File: src/design/mssd_pkg.sv
// Shared types, codes and the segment table of the seven-segment shift driver.
package mssd_pkg;

    localparam int SampleWidth = 12;
    localparam int DigitCount  = 4;
    localparam int SegWidth    = 8;

    localparam logic [DigitCount-1:0] LINES_OFF = 4'hF;
    localparam logic                  CMD_TICK  = 1'b0;
    localparam logic                  CMD_LOAD  = 1'b1;

    typedef logic [3:0] bcd_digit_t;
    typedef logic [1:0] digit_phase_t;

    typedef struct packed {
        logic                   cmd;
        logic [SampleWidth-1:0] sample;
    } mssd_in_t;

    typedef struct packed {
        logic                  serial_bit;
        logic                  latch_strobe;
        logic [DigitCount-1:0] digit_lines;
    } mssd_out_t;

    // One refresh frame handed from the digit selection to the shifter.
    typedef struct packed {
        logic [SegWidth-1:0]   seg;
        logic [DigitCount-1:0] on_lines;
    } mssd_frame_t;

    function automatic logic [SegWidth-1:0] seg_lookup(input bcd_digit_t digit);
        logic [SegWidth-1:0] seg;
        case (digit)
            4'd0: seg = 8'hEB;
            4'd1: seg = 8'h88;
            4'd2: seg = 8'hB3;
            4'd3: seg = 8'hBA;
            4'd4: seg = 8'hD8;
            4'd5: seg = 8'h7A;
            4'd6: seg = 8'h7B;
            4'd7: seg = 8'hA8;
            4'd8: seg = 8'hFB;
            4'd9: seg = 8'hFA;
            default: seg = 8'h00;
        endcase
        return seg;
    endfunction

endpackage

File: src/design/mssd_bin2bcd.sv
// Binary to four-digit BCD conversion by parallel compares against digit weights.
module mssd_bin2bcd (
    input  logic [mssd_pkg::SampleWidth-1:0]                        value,
    output logic [mssd_pkg::DigitCount-1:0][3:0]                    digits
);
    import mssd_pkg::*;

    bcd_digit_t        thou, hund, tens, unit;
    logic [9:0]        rem_hund;
    logic [6:0]        rem_tens;
    logic [11:0]       thou_w;
    logic [9:0]        hund_w;
    logic [6:0]        tens_w;

    // Each weight compare is independent; the largest matching multiple wins.
    always_comb begin
        thou = '0;
        for (int k = 1; k <= 4; k++) begin
            if (value >= 12'(k * 1000)) begin
                thou = 4'(k);
            end
        end
        thou_w   = 12'(thou) * 12'd1000;
        rem_hund = 10'(value - thou_w);

        hund = '0;
        for (int k = 1; k <= 9; k++) begin
            if (rem_hund >= 10'(k * 100)) begin
                hund = 4'(k);
            end
        end
        hund_w   = 10'(hund) * 10'd100;
        rem_tens = 7'(rem_hund - hund_w);

        tens = '0;
        for (int k = 1; k <= 9; k++) begin
            if (rem_tens >= 7'(k * 10)) begin
                tens = 4'(k);
            end
        end
        tens_w = 7'(tens) * 7'd10;
        unit   = 4'(rem_tens - tens_w);
    end

    // Index 0 is thousands so the digit phase selects directly.
    assign digits = {unit, tens, hund, thou};

endmodule

File: src/design/mssd_seg_shifter.sv
// Output shifter that sends one segment byte as eight items, MSB first.
module mssd_seg_shifter (
    input  logic                  aclk,
    input  logic                  aresetn,
    input  logic                  frame_valid,
    input  mssd_pkg::mssd_frame_t frame,
    output logic                  free,
    output logic                  m_valid,
    input  logic                  m_ready,
    output mssd_pkg::mssd_out_t   m_data
);
    import mssd_pkg::*;

    logic                  busy_reg, busy_next;
    logic [2:0]            cnt_reg, cnt_next;
    logic [SegWidth-1:0]   shift_reg, shift_next;
    logic [DigitCount-1:0] lines_reg, lines_next;
    logic                  last;

    assign last = (cnt_reg == 3'd7);
    assign free = !busy_reg || (m_ready && last);

    always_comb begin
        busy_next  = busy_reg;
        cnt_next   = cnt_reg;
        shift_next = shift_reg;
        lines_next = lines_reg;
        if (frame_valid && free) begin
            busy_next  = 1'b1;
            cnt_next   = '0;
            shift_next = frame.seg;
            lines_next = frame.on_lines;
        end else if (busy_reg && m_ready) begin
            if (last) begin
                busy_next = 1'b0;
            end else begin
                cnt_next   = cnt_reg + 3'd1;
                shift_next = {shift_reg[SegWidth-2:0], 1'b0};
            end
        end
    end

    always_ff @(posedge aclk) begin
        if (!aresetn) begin
            busy_reg <= 1'b0;
            cnt_reg  <= '0;
        end else begin
            busy_reg <= busy_next;
            cnt_reg  <= cnt_next;
        end
        shift_reg <= shift_next;
        lines_reg <= lines_next;
    end

    assign m_valid             = busy_reg;
    assign m_data.serial_bit   = shift_reg[SegWidth-1];
    assign m_data.latch_strobe = last;
    assign m_data.digit_lines  = last ? lines_reg : LINES_OFF;

endmodule

File: src/design/mux_seven_segment_shift_driver.sv
// Top level of the multiplexed four-digit seven-segment shift-register driver.
//
//  Channel | Ports                   | Carries
//  --------+-------------------------+------------------------------------------
//  input   | s_valid s_ready s_data  | cmd (tick or load), 12-bit sample
//  result  | m_valid m_ready m_data  | serial_bit, latch_strobe, digit_lines
//
// A load item is taken into the input register and, in the next cycle, its BCD
// digits are written into the held-digit register; it produces no result.
// A refresh tick moves from the input register into the output shifter and then
// gives eight items, one per cycle while m_ready is high; loads flow at one item
// per cycle. The next tick waits in the input register and enters the shifter in
// the same cycle that the last item of the previous frame is taken.
// Reset (aresetn low at a clock edge) clears the phase to thousands, the held
// value to zero and drops all valid flags.
module mux_seven_segment_shift_driver (
    input  logic                aclk,
    input  logic                aresetn,
    input  logic                s_valid,
    output logic                s_ready,
    input  mssd_pkg::mssd_in_t  s_data,
    output logic                m_valid,
    input  logic                m_ready,
    output mssd_pkg::mssd_out_t m_data
);
    import mssd_pkg::*;

    // Input register: one item waiting to be processed.
    logic     in_valid_reg, in_valid_next;
    mssd_in_t in_data_reg, in_data_next;

    // Held value kept as BCD digits, index 0 is thousands.
    logic [DigitCount-1:0][3:0] digits_reg, digits_next;
    logic [DigitCount-1:0][3:0] load_digits;
    digit_phase_t               phase_reg, phase_next;

    mssd_frame_t frame;
    logic        shifter_free;
    logic        is_load;
    logic        drain;
    logic        tick_go;

    mssd_bin2bcd u_bin2bcd (
        .value  (in_data_reg.sample),
        .digits (load_digits)
    );

    assign is_load = (in_data_reg.cmd == CMD_LOAD);
    // A load always leaves the input register at once; a tick needs the shifter.
    assign drain   = in_valid_reg && (is_load || shifter_free);
    assign tick_go = in_valid_reg && !is_load && shifter_free;
    assign s_ready = !in_valid_reg || drain;

    // The current digit's segment byte and its active-low select.
    assign frame.seg      = seg_lookup(digits_reg[phase_reg]);
    assign frame.on_lines = LINES_OFF & ~(4'b1000 >> phase_reg);

    always_comb begin
        in_valid_next = in_valid_reg;
        in_data_next  = in_data_reg;
        digits_next   = digits_reg;
        phase_next    = phase_reg;
        if (drain) begin
            in_valid_next = 1'b0;
        end
        if (s_valid && s_ready) begin
            in_valid_next = 1'b1;
            in_data_next  = s_data;
        end
        if (drain && is_load) begin
            digits_next = load_digits;
        end
        if (tick_go) begin
            phase_next = phase_reg + 2'd1;
        end
    end

    always_ff @(posedge aclk) begin
        if (!aresetn) begin
            in_valid_reg <= 1'b0;
            digits_reg   <= '0;
            phase_reg    <= '0;
        end else begin
            in_valid_reg <= in_valid_next;
            digits_reg   <= digits_next;
            phase_reg    <= phase_next;
        end
        in_data_reg <= in_data_next;
    end

    mssd_seg_shifter u_shifter (
        .aclk        (aclk),
        .aresetn     (aresetn),
        .frame_valid (tick_go),
        .frame       (frame),
        .free        (shifter_free),
        .m_valid     (m_valid),
        .m_ready     (m_ready),
        .m_data      (m_data)
    );

    // The latched item switches on exactly one digit line.
    assert property (@(posedge aclk) disable iff (!aresetn)
        m_valid && m_data.latch_strobe |-> $countones(m_data.digit_lines) == 3)
        else $error("latched item does not select exactly one digit");

    // Shifting items keep every digit line off.
    assert property (@(posedge aclk) disable iff (!aresetn)
        m_valid && !m_data.latch_strobe |-> m_data.digit_lines == LINES_OFF)
        else $error("digit line active while shifting");

    // The phase steps by one for each tick sent to the shifter.
    assert property (@(posedge aclk) disable iff (!aresetn)
        tick_go |=> phase_reg == $past(phase_reg) + 2'd1)
        else $error("digit phase did not advance after a tick");

    // A pending load never blocks the input; it does not wait for the shifter.
    assert property (@(posedge aclk) disable iff (!aresetn)
        in_valid_reg && is_load |-> s_ready)
        else $error("pending load blocked the input");

endmodule

File: config.mk
export PLATFORM = sky130hd
export DESIGN_NAME = mux_seven_segment_shift_driver
export DESIGN_NICKNAME = d
export VERILOG_FILES = /design/src/design/mssd_pkg.sv /design/src/design/mssd_bin2bcd.sv /design/src/design/mssd_seg_shifter.sv /design/src/design/mux_seven_segment_shift_driver.sv
export SDC_FILE = /design/constraint.sdc
export NUM_CORES = 1
export LEC_CHECK = 0
export BUFFER_PORTS_ARGS = -buffer_cell sky130_fd_sc_hd__buf_2
export CAP_MARGIN = 10
export CELL_PAD_IN_SITES_DETAIL_PLACEMENT = 0
export CELL_PAD_IN_SITES_GLOBAL_PLACEMENT = 1
export CORE_AREA = 2 2 88 90
export DETAILED_ROUTE_END_ITERATION = 7
export DIE_AREA = 0 0 90 92
export MAX_ROUTING_LAYER = met4
export PLACE_DENSITY = 0.88
export SKIP_LAST_GASP = 1
export SLEW_MARGIN = 20
export SYNTH_ARGS = -nofsm -noshare
export SYNTH_HDL_FRONTEND = slang
export SYNTH_SLANG_ARGS = --single-unit
File: constraint.sdc
create_clock -name aclk -period 8.96 [get_ports aclk]
set_input_delay 0.896 -clock aclk [delete_from_list [all_inputs] [get_ports aclk]]
set_output_delay 0.896 -clock aclk [all_outputs]
set_load 0.02 [all_outputs]
==> impl_results.md <==
- Number of flip-flops under the largest register name: 15
- Die Outline Area: 8280 µm²
- Endpoint arrival time on the critical path: 7.63 ns
- Part of the Yosys area used for sequential elements: 35.1%
- Resized cells post-CTS: 0
- Fin. max-slew vios: 0
- R2R depth: 31
- Later-pin clock latency in the skew report: 0.29 ns
- Post-synthesis compound-gate area fraction: 18.1%
- Cell Area, Synth: 3390 µm²
- Min Clock Period, post-route: 7.44 ns
- Wirelength, routed: 6.62 mm
- Count of final setup violators: 0
- Initial antenna violation count: 0
- Worst-case hold slack: 0.477 ns
- Synth Register Bits: 47
- Drt first pass iters: 4
- Number of hold violations in the final report: 0
- Status: finished, final reports clean
- Worst min path class: reg -> reg
- Post-detailed-route DRC marker count: 0
- Logic depth of the worst setup path including buffers: 31
- Critical Path Sink Type: flip-flop
- Nets: 424
- Fraction of registers with async set or reset after synthesis: 0%
- Diodes inserted: 0
- Final total negative setup slack: 0 ns
- Final estimated routing congestion in global placement: 0.865
- Final global-route overflow total: 0
- Critical-path top delay cell: fa_1
- Core area: 7450 µm²
- Number of primary I/O pins: 25
- Setup slack of the worst register-to-register path: 1.52 ns
- Top cell family by delay on the critical path: compound AO/OA/AOI/OAI gates
- Crit path top cell by count: ha_1
- Net Count, Synth: 408
- Max Buffers Root-to-Sink: 2
- Floorplan row count: 32
- Worst setup path endpoint: digits_reg[15]
- Setup repair after global routing missed its margin: false
- Number of global-route vias before repair: 2442
- Mux contribution to synthesized area: 3.87%
- Initial core utilization: 45.6%
- First-pass GRT wire length: 11.3 mm
- Source of the worst register-to-register timing path: in_data_reg[6]
- Width of the die: 90 µm
- Detail-routed net length per standard cell: 13.9 µm
- Simple-gate portion of the synthesized area: 18.4%
- Number of antenna-violating nets in the routed design: 0
- Post-Route Skew: 0.00926 ns
- Period utilization: 83.0%
- Crit path launch type: flip-flop
- Distinct cells, synth: 61
- CTS clk-pin slew, worst paths: 0.09 ns
- Reg-to-reg endpoint: digits_reg[15]
- Mean Syn Cell Area: 9.48 µm²
- Buffers and inverters on the worst path: 2
- Global routing usage summed across all routing layers: 17.0%
- Synthesized-area fraction occupied by adder cells: 13.3%
- P&R area growth vs syn: 8.85%
- Largest fanout on the critical path: 9
- Highest achievable clock rate: 134 MHz
- Largest net degree at the start of global routing: 23
- Largest incremental delay on the critical path: 0.43 ns
- Post-CTS setup buffer count: 0
- Slew at the pin closest to its max-slew limit: 0.686 ns
- Yosys warning total: 0
- H-tree levels: 2
- Height of the die: 92 µm
- Library cell used as clock root buffer: clkbuf_8
- Worst max-slew margin expressed relative to the limit: 54.2%
- Timing startpoint of the critical path: in_data_reg[6]
- Worst path required time: 9.15 ns
- Detailed Place HPWL: 5.01 mm
- Number of enable flip-flop cells after synthesis: 25
- Synth Flop Type: edfxtp_1
- TritonCTS clock tree: built
- Critical path start-end classification: reg -> reg
- Hold buffer count at CTS: 0
- Vias: 2534
- Number of maximum-capacitance violations: 0
- DR vias/cell: 5.31
- Synthesized-area fraction occupied by xor and xnor cells: 5.72%
- First-iteration detailed-routing DRC count: 158
- Fraction of final layout cells with drive strength greater than 1: 14.7%
- TritonCTS buffer count: 5
- Number of cells produced by synthesis: 358
- # port buffers: 24
- Main combinational cell family by area after synthesis: simple AND/OR/NAND/NOR gates
- Clk sink count: 47
## layout by cell type (no fill, tap or decap), types with 5 or more instances in the layout
cell	n
nor3_1	10
a21boi_0	8
a21oi_1	16
inv_1	27
ha_1	29
o211a_1	5
clkbuf_8	5
nor2_1	27
xnor2_1	8
buf_2	24
nor2b_1	7
dfxtp_1	22
nand2b_1	9
and2_1	7
o21ai_0	12
nand2_1	42
xor2_1	6
nand3_1	5
edfxtp_1	25
## cells in the mapped netlist (all sizes together), types with 3 or more instances
| cell type | number | share of area, % |
|---|---|---|
| xor2 | 6 | 1.5 |
| nand3 | 5 | 0.74 |
| xnor2 | 11 | 4.2 |
| nand2 | 42 | 4.6 |
| and3 | 4 | 0.74 |
| mux4 | 4 | 2.7 |
| or2 | 5 | 0.92 |
| nor2b | 7 | 1.3 |
| a21o | 5 | 1.2 |
| ha | 29 | 11 |
| o31ai | 4 | 0.88 |
| o211ai | 3 | 0.66 |
| dfxtp | 22 | 13 |
| fa | 4 | 2.4 |
| clkbuf | 9 | 1.0 |
| mux2i | 3 | 0.88 |
| a21boi | 9 | 2.0 |
| nor3b | 5 | 1.3 |
| a211oi | 3 | 0.81 |
| and2 | 7 | 1.3 |
| a21oi | 16 | 2.4 |
| or3 | 4 | 0.74 |
| o211a | 5 | 1.5 |
| nand2b | 9 | 1.7 |
| nor2 | 27 | 3.0 |
| edfxtp | 25 | 22 |
| o21a | 4 | 0.88 |
| inv | 27 | 3.0 |
| nor3 | 10 | 1.5 |
| o22ai | 4 | 1.3 |
| buf | 6 | 1.4 |
| o21ai | 12 | 1.8 |
## layout make-up
cell class | instances | area [µm²]
multi-input cells | 269 | 2020
inverters | 27 | 101
fillers | 714 | 3750
clock inverters | 2 | 60.1
well taps | 102 | 128
repair buffers | 24 | 120
clock buffers | 6 | 72.6
flip-flops and latches | 47 | 1190
## how the worst min path moves through the flow
stage	from	endpoint	slack, ns	depth (start not counted)
floorplan	digits_reg[8]	digits_reg[8]	0.43	2
global placement	digits_reg[8]	digits_reg[8]	0.45	2
detailed placement	digits_reg[8]	digits_reg[8]	0.46	2
CTS	digits_reg[8]	digits_reg[8]	0.48	2
global route	digits_reg[0]	digits_reg[0]	0.50	2
finish	digits_reg[0]	digits_reg[0]	0.48	2
## cells by family (layout without fill, tap and decap cells)
| logic type | after synthesis | after routing |
|---|---|---|
| simple gates | 128 | 128 |
| buf+inv | 42 | 59 |
| other cells | 1 | 1 |
| fa+ha+maj | 34 | 34 |
| compound gates | 81 | 81 |
| xor+xnor | 17 | 17 |
| flops | 47 | 47 |
| mux | 8 | 8 |
## through the flow
step | cells | area, µm² | util (%) | setup slack (ns)
floorplan | 358 | 3390 | - | 2.28
global placement | 469 | 3560 | 47.8 | 1.94
detailed placement | 469 | 3560 | 47.8 | 1.56
CTS | 477 | 3690 | 49.6 | 1.53
global route | 477 | 3690 | 49.6 | 0.967
finish | 477 | 3690 | 49.6 | 1.52
## layer usage
layer | vias up | share of wire (%) | track usage [%]
met5 | - | 0 | -
met4 | 0 | 0.41 | 2.31
met3 | 2 | 3.0 | 2.22
met2 | 45 | 48 | 30.1
met1 | 1196 | 48 | 21.6
li1 | 1291 | - | -
## worst register-to-register path, delay by kind of cell (launching register included)
family                   cells  cell delay [ns]
AO/OA/AOI/OAI               14             3.18
XOR/XNOR                     5             1.04
adder cells (fa/ha/maj)      7             2.07
buffers and inverters        2             0.14
flip-flops                   1             0.42
AND/OR/NAND/NOR              3             0.47
Power is not shown: default switching activity piles up to over one toggle a cycle in this logic, so the estimate is an artifact.
